### src/rtl/core/skt_pkg.sv
// ----------------------------------------------------------------------------
// skt_pkg
// shared types, codes and scancode decode functions for the key tracker
// ----------------------------------------------------------------------------
package skt_pkg;

  localparam int unsigned QUEUE_DEPTH_DEF = 64;

  localparam logic [7:0] SC_PREFIX = 8'hE0;
  localparam logic [6:0] SC_MASK7  = 7'h7F;
  localparam logic [6:0] SC_ESC    = 7'h01;

  localparam logic [6:0] SC_MAIN_W = 7'h11;
  localparam logic [6:0] SC_MAIN_S = 7'h1F;
  localparam logic [6:0] SC_MAIN_A = 7'h1E;
  localparam logic [6:0] SC_MAIN_D = 7'h20;
  localparam logic [6:0] SC_MAIN_Q = 7'h10;
  localparam logic [6:0] SC_MAIN_E = 7'h12;

  localparam logic [6:0] SC_EXT_W = 7'h48;
  localparam logic [6:0] SC_EXT_S = 7'h50;
  localparam logic [6:0] SC_EXT_Q = 7'h4B;
  localparam logic [6:0] SC_EXT_E = 7'h4D;

  localparam logic [5:0] KEY_W = 6'b000001;
  localparam logic [5:0] KEY_S = 6'b000010;
  localparam logic [5:0] KEY_A = 6'b000100;
  localparam logic [5:0] KEY_D = 6'b001000;
  localparam logic [5:0] KEY_Q = 6'b010000;
  localparam logic [5:0] KEY_E = 6'b100000;

  typedef enum logic [1:0] {
    CMD_SUBMIT    = 2'd0,
    CMD_POP       = 2'd1,
    CMD_READ_EXIT = 2'd2,
    CMD_SET_EXIT  = 2'd3
  } cmd_t;

  typedef struct packed {
    cmd_t       cmd;
    logic [7:0] code;
    logic       released;
    logic       is_prefix;
    logic       is_esc;
    logic [5:0] main_bit;
    logic [5:0] ext_bit;
  } cls_t;

  function automatic logic [5:0] main_key(input logic [6:0] code7);
    logic [5:0] bit_v;
    unique case (code7)
      SC_MAIN_W: bit_v = KEY_W;
      SC_MAIN_S: bit_v = KEY_S;
      SC_MAIN_A: bit_v = KEY_A;
      SC_MAIN_D: bit_v = KEY_D;
      SC_MAIN_Q: bit_v = KEY_Q;
      SC_MAIN_E: bit_v = KEY_E;
      default:   bit_v = '0;
    endcase
    return bit_v;
  endfunction

  function automatic logic [5:0] ext_key(input logic [6:0] code7);
    logic [5:0] bit_v;
    unique case (code7)
      SC_EXT_W: bit_v = KEY_W;
      SC_EXT_S: bit_v = KEY_S;
      SC_EXT_Q: bit_v = KEY_Q;
      SC_EXT_E: bit_v = KEY_E;
      default:  bit_v = '0;
    endcase
    return bit_v;
  endfunction

endpackage

### src/rtl/core/skt_in_if.sv
// ----------------------------------------------------------------------------
// skt_in_if
// command channel of the key tracker: valid/ready with command and scancode
// ----------------------------------------------------------------------------
interface skt_in_if;
  logic       valid;
  logic       ready;
  logic [1:0] cmd;
  logic [7:0] scancode;

  modport source (output valid, output cmd, output scancode, input ready);
  modport sink   (input valid, input cmd, input scancode, output ready);
endinterface

### src/rtl/core/skt_out_if.sv
// ----------------------------------------------------------------------------
// skt_out_if
// result channel of the key tracker: valid/ready with key mask, pop and flag
// ----------------------------------------------------------------------------
interface skt_out_if;
  logic       valid;
  logic       ready;
  logic [5:0] held_keys;
  logic       pop_valid;
  logic [7:0] pop_code;
  logic       exit_flag;

  modport source (output valid, output held_keys, output pop_valid, output pop_code,
                  output exit_flag, input ready);
  modport sink   (input valid, input held_keys, input pop_valid, input pop_code,
                  input exit_flag, output ready);
endinterface

### src/rtl/core/skt_front.sv
// ----------------------------------------------------------------------------
// skt_front
// accepts command transactions and classifies the scancode for the back end
// ----------------------------------------------------------------------------
module skt_front (
  skt_in_if.sink         in_chan,
  input  logic           push_ready,
  output logic           push_valid,
  output skt_pkg::cls_t  push_data
);
  import skt_pkg::*;

  logic [6:0] code7;

  assign code7          = in_chan.scancode[6:0] & SC_MASK7;
  assign in_chan.ready  = push_ready;
  assign push_valid     = in_chan.valid;

  always_comb begin
    push_data.cmd       = cmd_t'(in_chan.cmd);
    push_data.code      = in_chan.scancode;
    push_data.released  = in_chan.scancode[7];
    push_data.is_prefix = (in_chan.scancode == SC_PREFIX);
    push_data.is_esc    = (code7 == SC_ESC);
    push_data.main_bit  = main_key(code7);
    push_data.ext_bit   = ext_key(code7);
  end

endmodule

### src/rtl/core/skt_fifo.sv
// ----------------------------------------------------------------------------
// skt_fifo
// two-entry queue of classified commands between front and back end
// ----------------------------------------------------------------------------
module skt_fifo (
  input  logic           clk,
  input  logic           rst_n,
  input  logic           push_valid,
  output logic           push_ready,
  input  skt_pkg::cls_t  push_data,
  output logic           pop_valid,
  input  logic           pop_ready,
  output skt_pkg::cls_t  pop_data
);
  import skt_pkg::*;

  cls_t       entry_r [2];
  logic       wr_ptr_r, wr_ptr_nxt;
  logic       rd_ptr_r, rd_ptr_nxt;
  logic [1:0] count_r, count_nxt;
  logic       do_push, do_pop;

  assign push_ready = (count_r != 2'd2);
  assign pop_valid  = (count_r != 2'd0);
  assign pop_data   = entry_r[rd_ptr_r];
  assign do_push    = push_valid && push_ready;
  assign do_pop     = pop_valid && pop_ready;

  always_comb begin
    wr_ptr_nxt = do_push ? ~wr_ptr_r : wr_ptr_r;
    rd_ptr_nxt = do_pop  ? ~rd_ptr_r : rd_ptr_r;
    count_nxt  = count_r;
    if (do_push && !do_pop) begin
      count_nxt = count_r + 2'd1;
    end else if (do_pop && !do_push) begin
      count_nxt = count_r - 2'd1;
    end
  end

  always_ff @(posedge clk) begin
    if (!rst_n) begin
      wr_ptr_r <= 1'b0;
      rd_ptr_r <= 1'b0;
      count_r  <= 2'd0;
    end else begin
      wr_ptr_r <= wr_ptr_nxt;
      rd_ptr_r <= rd_ptr_nxt;
      count_r  <= count_nxt;
    end
  end

  always_ff @(posedge clk) begin
    if (do_push) begin
      entry_r[wr_ptr_r] <= push_data;
    end
  end

endmodule

### src/rtl/core/skt_back.sv
// ----------------------------------------------------------------------------
// skt_back
// executes commands: key mask, prefix, exit flag, byte ring and result register
// ----------------------------------------------------------------------------
module skt_back #(
  parameter int unsigned QUEUE_DEPTH = skt_pkg::QUEUE_DEPTH_DEF
) (
  input  logic           clk,
  input  logic           rst_n,
  input  logic           cfg_we,
  input  logic           cfg_wdata,
  input  logic           cmd_valid,
  output logic           cmd_ready,
  input  skt_pkg::cls_t  cmd_data,
  skt_out_if.source      out_chan
);
  import skt_pkg::*;

  localparam int unsigned AW = (QUEUE_DEPTH > 1) ? $clog2(QUEUE_DEPTH) : 1;
  localparam logic [AW-1:0] LAST_IDX = AW'(QUEUE_DEPTH - 1);

  logic [7:0]    mem [QUEUE_DEPTH];
  logic [7:0]    rdata_r;

  logic          en_r;
  logic [AW-1:0] wr_idx_r, wr_idx_nxt;
  logic [AW-1:0] rd_idx_r, rd_idx_nxt;
  logic [5:0]    mask_r, mask_nxt;
  logic          prefix_r, prefix_nxt;
  logic          exit_r, exit_nxt;

  logic          out_valid_r;
  logic [5:0]    held_r;
  logic          popv_r, popv_nxt;
  logic          flag_r, flag_nxt;

  logic          fire;
  logic          mem_we, mem_re;
  logic [AW-1:0] wr_inc, rd_inc;
  logic [5:0]    key_bit;

  function automatic logic [AW-1:0] idx_inc(input logic [AW-1:0] idx);
    return (idx == LAST_IDX) ? '0 : idx + AW'(1);
  endfunction

  assign cmd_ready = !out_valid_r || out_chan.ready;
  assign fire      = cmd_valid && cmd_ready;
  assign wr_inc    = idx_inc(wr_idx_r);
  assign rd_inc    = idx_inc(rd_idx_r);
  assign key_bit   = prefix_r ? cmd_data.ext_bit : cmd_data.main_bit;

  always_comb begin
    wr_idx_nxt = wr_idx_r;
    rd_idx_nxt = rd_idx_r;
    mask_nxt   = mask_r;
    prefix_nxt = prefix_r;
    exit_nxt   = exit_r;
    popv_nxt   = 1'b0;
    flag_nxt   = exit_r;
    mem_we     = 1'b0;
    mem_re     = 1'b0;
    if (fire) begin
      unique case (cmd_data.cmd)
        CMD_SUBMIT: begin
          if (en_r) begin
            mem_we     = 1'b1;
            wr_idx_nxt = wr_inc;
            if (wr_inc == rd_idx_r) begin
              rd_idx_nxt = rd_inc;
            end
            if (cmd_data.is_esc) begin
              exit_nxt = 1'b1;
            end
            if (cmd_data.is_prefix) begin
              prefix_nxt = 1'b1;
            end else begin
              prefix_nxt = 1'b0;
              mask_nxt   = cmd_data.released ? (mask_r & ~key_bit) : (mask_r | key_bit);
            end
          end
          flag_nxt = exit_nxt;
        end
        CMD_POP: begin
          if (rd_idx_r != wr_idx_r) begin
            mem_re     = 1'b1;
            popv_nxt   = 1'b1;
            rd_idx_nxt = rd_inc;
          end
        end
        CMD_READ_EXIT: begin
          exit_nxt = 1'b0;
        end
        CMD_SET_EXIT: begin
          exit_nxt = 1'b1;
          flag_nxt = 1'b1;
        end
        default: begin
          exit_nxt = exit_r;
        end
      endcase
    end
  end

  always_ff @(posedge clk) begin
    if (!rst_n) begin
      en_r        <= 1'b0;
      wr_idx_r    <= '0;
      rd_idx_r    <= '0;
      mask_r      <= '0;
      prefix_r    <= 1'b0;
      exit_r      <= 1'b0;
      out_valid_r <= 1'b0;
    end else if (cfg_we) begin
      en_r        <= cfg_wdata;
      wr_idx_r    <= '0;
      rd_idx_r    <= '0;
      mask_r      <= '0;
      prefix_r    <= 1'b0;
      exit_r      <= 1'b0;
    end else begin
      wr_idx_r    <= wr_idx_nxt;
      rd_idx_r    <= rd_idx_nxt;
      mask_r      <= mask_nxt;
      prefix_r    <= prefix_nxt;
      exit_r      <= exit_nxt;
      if (fire) begin
        out_valid_r <= 1'b1;
      end else if (out_chan.ready) begin
        out_valid_r <= 1'b0;
      end
    end
  end

  // result payload
  always_ff @(posedge clk) begin
    if (fire) begin
      held_r <= mask_nxt;
      popv_r <= popv_nxt;
      flag_r <= flag_nxt;
    end
  end

  // byte ring storage
  always_ff @(posedge clk) begin
    if (mem_we) begin
      mem[wr_idx_r] <= cmd_data.code;
    end
    if (mem_re) begin
      rdata_r <= mem[rd_idx_r];
    end
  end

  assign out_chan.valid     = out_valid_r;
  assign out_chan.held_keys = held_r;
  assign out_chan.pop_valid = popv_r;
  assign out_chan.pop_code  = popv_r ? rdata_r : 8'h00;
  assign out_chan.exit_flag = flag_r;

endmodule

### src/rtl/core/scancode_key_tracker.sv
// ----------------------------------------------------------------------------
// scancode_key_tracker
// set-1 scancode decoder with held-key mask, exit flag and byte ring queue
// ----------------------------------------------------------------------------
//   channel    direction  handshake     payload
//   in_chan    in         valid/ready   cmd, scancode
//   out_chan   out        valid/ready   held_keys, pop_valid, pop_code, exit_flag
//   cfg_*      in         write enable  cfg_wdata (input enable)
//
// one command per cycle sustained while the result channel is not stalled; a command
// passes the front classify into the two-entry queue, then is executed into the result
// register, with the ring read registered alongside it.
// reset is synchronous and needs no clearing pass; ring entries are only read
// after being written. a stalled result holds; the queue absorbs two commands.
module scancode_key_tracker #(
  parameter int unsigned QUEUE_DEPTH = skt_pkg::QUEUE_DEPTH_DEF
) (
  input  logic       clk,
  input  logic       rst_n,
  input  logic       cfg_we,
  input  logic       cfg_wdata,
  skt_in_if.sink     in_chan,
  skt_out_if.source  out_chan
);
  import skt_pkg::*;

  logic push_valid, push_ready;
  cls_t push_data;
  logic cmd_valid, cmd_ready;
  cls_t cmd_data;

  skt_front u_front (
    .in_chan    (in_chan),
    .push_ready (push_ready),
    .push_valid (push_valid),
    .push_data  (push_data)
  );

  skt_fifo u_fifo (
    .clk        (clk),
    .rst_n      (rst_n),
    .push_valid (push_valid),
    .push_ready (push_ready),
    .push_data  (push_data),
    .pop_valid  (cmd_valid),
    .pop_ready  (cmd_ready),
    .pop_data   (cmd_data)
  );

  skt_back #(
    .QUEUE_DEPTH (QUEUE_DEPTH)
  ) u_back (
    .clk       (clk),
    .rst_n     (rst_n),
    .cfg_we    (cfg_we),
    .cfg_wdata (cfg_wdata),
    .cmd_valid (cmd_valid),
    .cmd_ready (cmd_ready),
    .cmd_data  (cmd_data),
    .out_chan  (out_chan)
  );

endmodule

### src/flat_wrapper.sv
// flat-port wrapper written by rule: the top's interface ports become plain ports
module scancode_key_tracker_flat import skt_pkg::*;
#(
  parameter int unsigned QUEUE_DEPTH = skt_pkg::QUEUE_DEPTH_DEF
)
  (clk, rst_n, cfg_we, cfg_wdata, in_chan_valid, in_chan_cmd, in_chan_scancode, in_chan_ready, out_chan_valid, out_chan_held_keys, out_chan_pop_valid, out_chan_pop_code, out_chan_exit_flag, out_chan_ready);
  skt_in_if in_chan_i ();
  skt_out_if out_chan_i ();
  input  logic clk;
  input  logic rst_n;
  input  logic cfg_we;
  input  logic cfg_wdata;
  input wire logic [$bits(in_chan_i.valid)-1:0] in_chan_valid;
  input wire logic [$bits(in_chan_i.cmd)-1:0] in_chan_cmd;
  input wire logic [$bits(in_chan_i.scancode)-1:0] in_chan_scancode;
  output wire logic [$bits(in_chan_i.ready)-1:0] in_chan_ready;
  output wire logic [$bits(out_chan_i.valid)-1:0] out_chan_valid;
  output wire logic [$bits(out_chan_i.held_keys)-1:0] out_chan_held_keys;
  output wire logic [$bits(out_chan_i.pop_valid)-1:0] out_chan_pop_valid;
  output wire logic [$bits(out_chan_i.pop_code)-1:0] out_chan_pop_code;
  output wire logic [$bits(out_chan_i.exit_flag)-1:0] out_chan_exit_flag;
  input wire logic [$bits(out_chan_i.ready)-1:0] out_chan_ready;
  assign in_chan_i.valid = in_chan_valid;
  assign in_chan_i.cmd = in_chan_cmd;
  assign in_chan_i.scancode = in_chan_scancode;
  assign in_chan_ready = in_chan_i.ready;
  assign out_chan_valid = out_chan_i.valid;
  assign out_chan_held_keys = out_chan_i.held_keys;
  assign out_chan_pop_valid = out_chan_i.pop_valid;
  assign out_chan_pop_code = out_chan_i.pop_code;
  assign out_chan_exit_flag = out_chan_i.exit_flag;
  assign out_chan_i.ready = out_chan_ready;
  scancode_key_tracker #(.QUEUE_DEPTH(QUEUE_DEPTH)) u_core (.clk(clk), .rst_n(rst_n), .cfg_we(cfg_we), .cfg_wdata(cfg_wdata), .in_chan(in_chan_i), .out_chan(out_chan_i));
endmodule
### config.mk
export PLATFORM = sky130hd
export DESIGN_NAME = scancode_key_tracker_flat
export DESIGN_NICKNAME = d
export VERILOG_FILES = /design/src/rtl/core/skt_pkg.sv /design/src/rtl/core/skt_in_if.sv /design/src/rtl/core/skt_out_if.sv /design/src/rtl/core/skt_front.sv /design/src/rtl/core/skt_fifo.sv /design/src/rtl/core/skt_back.sv /design/src/rtl/core/scancode_key_tracker.sv /design/src/flat_wrapper.sv
export SDC_FILE = /design/constraint.sdc
export NUM_CORES = 1
export LEC_CHECK = 0
export BUFFER_PORTS_ARGS = -buffer_cell sky130_fd_sc_hd__buf_4
export CORE_ASPECT_RATIO = 1.75
export CORE_MARGIN = 2
export CORE_UTILIZATION = 65
export CTS_CLUSTER_SIZE = 14
export DETAILED_ROUTE_END_ITERATION = 7
export PLACE_DENSITY_LB_ADDON = 0.1
export SLEW_MARGIN = 20
export SYNTH_ARGS = -nofsm -noshare
export SYNTH_HDL_FRONTEND = slang
export SYNTH_HIERARCHICAL = 1
export SYNTH_SLANG_ARGS = --single-unit
### constraint.sdc
create_clock -name clk -period 4.9 [get_ports clk]
set_input_delay 0.49 -clock clk [delete_from_list [all_inputs] [get_ports clk]]
set_output_delay 0.49 -clock clk [all_outputs]
set_load 0.02 [all_outputs]
# Word-level counts from Yosys, hierarchy flattened
# Memories as Yosys holds them, arrays and structs flattened. A register that Yosys moved wholly into a read port is not among the register bits.
# Cells that the tools add are included.
[totals] out_inout_bits=18 n_memories=2 word_cells=104 input_bits=16 mem_bits_rw=562 register_bits=34
[mem_list] name="u_core.u_back.mem" depth=64 word_bits=8 read_ports=1 rd_ports_with_merged_regs=1 wr=1 line_no="skt_back.sv:22" rtl="logic [7:0] mem [QUEUE_DEPTH];"
[mem_list] name="u_core.u_fifo.entry_r" depth=2 word_bits=25 read_ports=1 rd_ports_with_merged_regs=1 wr=1 line_no="skt_fifo.sv:17" rtl="cls_t entry_r [2];"
[classes] n_eq_ne=23 add_sub_neg=4 bitwise_logic=7 n_reduce_logical=19 mux=36
[ops] op="6-bit 2-to-1 mux" count=11
[ops] op="6-bit case mux with 6 select lines" count=1
[ops] op="7-bit by 5-bit == test with 1-bit output (second input constant)" count=5
[ops] op="7-bit == test (second input constant)" count=4
[ops] op="6-bit case mux with 4 select lines" count=1
[ops] op="1-bit 2-to-1 mux" count=17
[ops] op="6-bit by 1-bit adder with 6-bit output (second input constant)" count=2
[ops] op="6-bit == test (second input constant)" count=2
[ops] op="6-bit case mux with 2 select lines" count=1
[ops] op="8-bit == test (second input constant)" count=1
[ops] op="8-bit 2-to-1 mux" count=1
[ops] op="2-bit inequality test (second input constant)" count=4
[ops] op="2-bit nonzero test" count=4
[ops] op="7-bit by 1-bit == test with 1-bit output (second input constant)" count=1
[ops] op="7-bit by 6-bit == test with 1-bit output (second input constant)" count=1
[ops] op="6-bit AND" count=1
[ops] op="6-bit == test" count=1
[ops] op="6-bit inequality test" count=1
[ops] op="6-bit inverter" count=1
[ops] op="6-bit bitwise OR" count=1
[ops] op="5-bit AND reduction" count=1
[ops] op="2-bit == test (second input constant)" count=2
[ops] op="1-bit logical AND" count=4
[ops] op="2-bit 2-to-1 mux" count=2
[ops] op="other kinds (13)" count=19

# Longest topological paths before layout
# Gate-level depths: netlist of the first run.
[logic_depth] depth_word=8 ltp_mapped=10 mapped_depth_nobuf=8

# Cells and area by module
# Netlist of the first run, hierarchy kept.
[by_module_without_submodules] mod="skt_back" cells_each=1041 n_inst=1 seq_area_each_um2=16295.6 area_each_um2=21757.1
[by_module_without_submodules] mod="skt_fifo" cells_each=102 n_inst=1 seq_area_each_um2=1601.5 area_each_um2=2040.7
[by_module_without_submodules] mod="skt_front" cells_each=39 n_inst=1 seq_area_each_um2=0.0 area_each_um2=277.8

# Worst setup path before layout of the first run
# No wires, ideal clock.
[synth_path] path_kind="register to register" startpoint="register with a tool-made name" endpoint="memory u_core.u_back.mem[38][0] (enable)" t_arrival_ns=2.317 path_stages_with_launch=10 t_required_ns=4.530 path_slack_ns=2.212 setup_time_ns=0.370 period_less_slack_ns=2.688 path_cell_list="dfxtp_1 -> buf_2 -> mux2_2 -> inv_1 -> ha_1 -> nand3_1 -> clkbuf_1 -> nor2_1 -> nand3_1 -> nor2_1"
[synth_lines] element="to (decl)" line_no="skt_back.sv:22"

==> impl_metrics.tcl, run 1 <==
set metrics [dict create \
    status "complete, no violations" \
    ys.flop_type "edfxtp_1" \
    synth-xor-area-share 0.004729 \
    routabilityCongestion 0.8237 \
    num_vias 11297 \
    drive_gt1_frac 0.2510 \
    num_rows 93 \
    synth-compound-area-share 0.01751 \
    timing_hold_violations_final 0 \
    synth_cell_types 56 \
    synth_top_family_by_area "multiplexers" \
    min_period_ns 3.665 \
    wl_per_cell_um 29.62 \
    max_slew_margin 0.2718 \
    synth-simple-area-share 0.04334 \
    die_height_um 258.6 \
    path_class "reg -> reg" \
    leakagePower_uw 0.007911 \
    synthArstFlopShare 0 \
    synth_seq_cells 605 \
    setup_tns_ns 0 \
    rsz0062_at_grt "false" \
    holdPathStages 1 \
    dp_hpwl_um 32070 \
    viasPerCell 6.576 \
    cap_viol_max_count 0 \
    dpl_cell_area_um2 24690 \
    grt_pass1_wl_um 75910 \
    ir_worst_vdd_v 0.0004948 \
    netlist_area_um2 24080 \
    clk_latency_ns 0.58 \
    ant_nets 0 \
    seq_area_frac_synth 0.7434 \
    nets 1235 \
    htree_levels 2 \
    hold_slack_ns 0.1021 \
    first_pass_iters 5 \
    layout.cells.non_filler 1718 \
    cts_resized 0 \
    muxShareOfSynthArea 0.1693 \
    syn2layout_area_growth_pct 8.887 \
    drc 0 \
    critPathLaunchType "register" \
    fin_area_um2 26220 \
    clk_pin_slew_ns 0.06 \
    setup_viol 0 \
    clockBufferDepth 3 \
    max_freq_ghz 0.2728 \
    min_path_type "in -> reg" \
    dp_cells 1633 \
    die_area_um2 38660 \
    grt_usage 0.2747 \
    final_cell_mix "edfxtp_1, mux4_2, nor2_1" \
    reg2reg_depth 7 \
    pin_count 34 \
    synth_cells 1182 \
    power_uw 11260 \
    tightest_slew_ns 1.091 \
    cp.required_ns 5.09 \
    overflow 0 \
    antenna_cells 0 \
    start_util 0.6568 \
    drt_iter0_drc 1041 \
    numCtsBuffers 51 \
    port_buffers 33 \
    die_w_um 149.5 \
    grt_pass1_vias 11715 \
    cts.sinks 605 \
    post-cts-setup-buffer-count 0 \
    worstSetupEndpointType "register" \
    cts_root_buf "clkbuf_16" \
    critPathArrivalTime_ns 3.86 \
    cts_tree "yes" \
    grt_max_degree 77 \
    antenna_found_initial 0 \
    syn_avg_cell_area_um2 20.37 \
    hp-start "in_chan_cmd[1]" \
    yosysWarnings 6 \
    finalClockSkew_ns 0.02449 \
    cp_max_fo 12 \
    cts.hold.buffers_added 0 \
    routed_wl_um 50890 \
    mostFrequentLayoutCell "edfxtp_1" \
    maxSlewViolCount 0 \
    power_density_nw_per_um2 429.5 \
    synth_edf_count 578 \
    finalCritPeriodShare 0.7480 \
    core_um2 36650 \
    synth_fa_ha_area_frac 0.003638 \
]
## synth_stat cells, types with 2 or more instances
| cell | count | area [um^2] |
|---|---|---|
| or3b_2 | 2 | 17.52 |
| a21boi_0 | 2 | 15.01 |
| edfxtp_1 | 578 | 17360 |
| o211ai_1 | 2 | 15.01 |
| and3_1 | 5 | 31.28 |
| mux2_2 | 26 | 292.8 |
| nor2b_1 | 11 | 68.82 |
| a211oi_1 | 9 | 67.56 |
| buf_1 | 8 | 30.03 |
| and2_1 | 20 | 125.1 |
| buf_6 | 2 | 22.52 |
| nand3_1 | 9 | 45.04 |
| nand2b_1 | 5 | 31.28 |
| nor3_1 | 14 | 70.07 |
| mux2i_1 | 18 | 180.2 |
| dfxtp_1 | 27 | 540.5 |
| o21ai_0 | 8 | 40.04 |
| nand3_2 | 2 | 20.02 |
| xor2_1 | 4 | 35.03 |
| or3_1 | 4 | 25.02 |
| nor2_1 | 89 | 334.1 |
| and4_2 | 2 | 20.02 |
| nor4_1 | 4 | 25.02 |
| clkbuf_1 | 22 | 82.58 |
| nand3b_1 | 5 | 37.54 |
| a21oi_1 | 26 | 130.1 |
| nand4b_1 | 2 | 17.52 |
| xnor2_1 | 9 | 78.83 |
| ha_1 | 7 | 87.58 |
| buf_4 | 16 | 120.1 |
| a311o_1 | 2 | 20.02 |
| inv_1 | 11 | 41.29 |
| nand2_1 | 18 | 67.56 |
| nand4_1 | 6 | 37.54 |
| buf_2 | 27 | 135.1 |
| mux4_2 | 160 | 3603 |
## critical path, stage by stage, from the launching register on
cell     delay, ns
dfxtp_1       0.39
mux2_2        0.38
inv_1         0.12
ha_1          0.29
nand3_1       0.37
nor2_1        0.56
nand3_1       0.48
nor2_1        0.69
## routing by layer
layer / vias to the layer above / routed length, um / track usage
li1: 4864 / - / -
met1: 5911 / 18570 / 0.3530
met2: 417 / 27590 / 0.4823
met3: 105 / 2389 / 0.02817
met4: 0 / 2329 / 0.1153
met5: - / 0 / 0
## sequential cells by signal (all words and copies together) (netlist names), named ones only
name and count:
u_core/u_back/mask_r 6, u_core/u_fifo/rd_ptr_r 1, u_core/u_back/rdata_r 8, u_core/u_fifo/wr_ptr_r 1, u_core/u_back/en_r 1, u_core/u_back/prefix_r 1
u_core/u_back/out_chan.valid 1, u_core/u_back/out_chan.pop_valid 1, u_core/u_back/out_chan.held_keys 6, u_core/u_back/wr_idx_r 6, u_core/u_back/out_chan.exit_flag 1, u_core/u_fifo/entry_r 50
u_core/u_back/mem 512, u_core/u_back/rd_idx_r 6, u_core/u_fifo/count_r 2, u_core/u_back/exit_r 1
## report_power, final
part / internal (uW) / switching, uW
Clock: 2040 / 1680
Sequential: 6210 / 59.4
Combinational: 359 / 908
## final cells by class
cell class / instances / area [um^2]
clock buffers: 79 / 1465
inverters: 11 / 41.29
clock inverters: 5 / 27.53
well taps: 475 / 594.3
flip-flops and latches: 605 / 17910
repair buffers: 51 / 427.9
multi-input cells: 492 / 5751
fillers: 2193 / 10440
## cells by family (layout without fill, tap and decap cells)
family | after synthesis | in the layout
adders and majority gates | 7 | 7
xor gates and xnor gates | 13 | 13
buffers and inverters | 86 | 146
DFF | 605 | 605
other | 1 | 2
muxes | 204 | 204
AOI/OAI and AO/OA | 62 | 62
and+or+nand+nor | 204 | 204
## final timing paths
path	end	slack, ns
setup / recovery	u_core/u_back/mem[36][1]	1.23
hold / removal	u_core/u_fifo/entry_r[0][24]	0.10
setup reg to reg	u_core/u_back/mem[36][1]	1.23
hold reg to reg	u_core/u_back/out_chan.valid	0.51
## per-stage QoR
stage / util / setup WS (ns)
after floorplan: - / 2.212
after global placement: 0.6737 / 1.429
after detailed placement: 0.6737 / 1.345
after CTS: 0.7145 / 1.292
after global routing: 0.7152 / 1.013
final: 0.7152 / 1.235
Power figures use the tool's default switching activity.
==> run 2, diff against run 1 <==
--- a/config.mk
+++ b/config.mk
@@ -8,7 +8,7 @@
 export BUFFER_PORTS_ARGS = -buffer_cell sky130_fd_sc_hd__buf_4
 export CORE_ASPECT_RATIO = 1.75
 export CORE_MARGIN = 2
-export CORE_UTILIZATION = 65
+export CORE_UTILIZATION = 56
 export CTS_CLUSTER_SIZE = 14
 export DETAILED_ROUTE_END_ITERATION = 7
 export PLACE_DENSITY_LB_ADDON = 0.1
==> constraint.sdc (replaced) <==
create_clock -name clk -period 3.2 [get_ports clk]
set_input_delay 0.32 -clock clk [delete_from_list [all_inputs] [get_ports clk]]
set_output_delay 0.32 -clock clk [all_outputs]
set_load 0.02 [all_outputs]
==> impl_metrics.tcl, run 2 (same netlist as run 1, synthesis figures left out) <==
set metrics [dict create \
    status "complete, no violations" \
    mostFrequentLayoutCell "edfxtp_1" \
    maxSlewViolCount 0 \
    num_vias 11653 \
    worstSetupEndpointType "register" \
    ant_nets 0 \
    use_met2 0.4471 \
    rsz0062_at_grt "false" \
    cts_tree "yes" \
    dp_hpwl_um 34420 \
    htree_levels 2 \
    cp.required_ns 3.48 \
    cts_root_buf "clkbuf_16" \
    grt_max_degree 65 \
    clk_pin_slew_ns 0.06 \
    max_freq_ghz 0.3593 \
    slowest_stage "nand4_1" \
    setup_tns_ns 0 \
    r2r-end "u_core/u_back/mem[43][4]" \
    setup_viol 0 \
    drc 0 \
    grt_util_met3 0.02683 \
    die_height_um 278.3 \
    grt_pass1_wl_um 78910 \
    max_slew_margin 0.4088 \
    final_cell_mix "edfxtp_1, mux4_2, buf_4" \
    grt_usage 0.2426 \
    grt_pass1_vias 12061 \
    worst_slack_ns 0.4167 \
    overflow 0 \
    hp-start "rst_n" \
    num_rows 100 \
    hold_end "u_core/u_fifo/count_r[0]" \
    timing_hold_violations_final 0 \
    pre_cts_ws_ns 0.4306 \
    drt_iter0_drc 944 \
    critPathArrivalTime_ns 3.06 \
    clockBufferDepth 3 \
    drive_gt1_frac 0.3020 \
    clk_latency_ns 0.59 \
    critPathLaunchType "register" \
    timing.critical_path.buf_inv 2 \
    crit_family "simple AND/OR/NAND/NOR gates" \
    wl_per_cell_um 27.70 \
    leakagePower_uw 0.008459 \
    use_met1 0.2993 \
    power_density_nw_per_um2 636.5 \
    routabilityCongestion 0.8232 \
    finalCritPeriodShare 0.8698 \
    post-cts-setup-buffer-count 0 \
    cap_viol_max_count 0 \
    crit_chain "mux2_2 > inv_1 > ha_1 > and3_1 > nand4_1 > nor2_1 > buf_4" \
    finalClockSkew_ns 0.02441 \
    regMostFlops "u_core/u_back/mem" \
    ir_worst_vdd_v 0.0006755 \
    multi_input_area_um2 5751 \
    layout.core_utilization 0.6387 \
    reg2reg_depth 7 \
    viasPerCell 6.127 \
    nFillCells 2984 \
    die_area_um2 44730 \
    antenna_found_initial 0 \
    max_stage_delay_ns 0.49 \
    port_buffers 33 \
    min_period_ns 2.783 \
    holdPathStages 2 \
    path_class "reg -> reg" \
    die_w_um 160.7 \
    first_pass_iters 7 \
    grt-busiest-layer "met2" \
    cts_resized 0 \
    core_um2 42540 \
    regArea_um2 17910 \
    start_util 0.5659 \
    pin_count 34 \
    nets 1334 \
    min_path_type "in -> reg" \
    reg2reg_slack_ns 0.42 \
    cp_max_fo 8 \
    largest_reg_flops 512 \
    cts.hold.buffers_added 10 \
    top_regs "u_core/u_back/mem (512), u_core/u_fifo/entry_r (50), u_core/u_back/rdata_r (8)" \
    tightest_slew_ns 0.8835 \
    antenna_cells 0 \
    cts.sinks 605 \
    syn2layout_area_growth_pct 12.86 \
    routed_wl_um 52680 \
    numCtsBuffers 51 \
]
==> run 2: cell types whose count changed in the layout (fill, tap and decap cells not counted), sizes merged <==
cell / previous run / this run
buf: 51 / 140
clkbuf: 79 / 74
dlygate4sd3: 0 / 10
clkinv: 4 / 8
==> run 2: where the power goes <==
group	switching [uW]	internal [uW]	leakage (uW)	total (uW)
sequential	83.8	9510	0.00545	9590
clock	2630	3120	0.000734	5750
combinational	1370	579	0.00228	1950
==> run 2: final cells by class <==
type / instances / area share
multi-input combinational: 492 / 0.2116
clock inverter: 9 / 0.001934
timing repair buffer: 150 / 0.04651
tap: 561 / 0.02583
inverter: 11 / 0.001520
clock buffer: 74 / 0.05351
sequential: 605 / 0.6591
==> run 2: per-stage QoR <==
stage                     area, um^2  total power [uW]  cells  hold slack, ns
after floorplan                24080             10870   1183          0.4417
after global placement         25570             11660   1809          0.4851
after detailed placement       25570             11740   1809          0.4914
after CTS                      27170             17440   1902         0.01603
after global routing           27170             17870   1902         0.03880
final                          27170             17290   1902         0.03500
==> run 2: worst max path at each step <==
| stage | end | slack (ns) | cells past startpoint |
|---|---|---|---|
| after floorplan | u_core/u_back/mem[38][0] | 0.51 | 9 |
| after global placement | u_core/u_back/rdata_r[1] | 0.48 | 6 |
| after detailed placement | u_core/u_back/rd_idx_r[4] | 0.43 | 8 |
| after CTS | u_core/u_back/rd_idx_r[4] | 0.41 | 8 |
| after global routing | u_core/u_back/mem[52][5] | 0.23 | 8 |
| final | u_core/u_back/mem[43][4] | 0.42 | 7 |
==> run 2: routing by layer <==
metal  share of wire  vias up
met5               0        -
met4           0.032        0
met1            0.37     6163
met3           0.045       92
met2            0.55      342
li1                -     5056
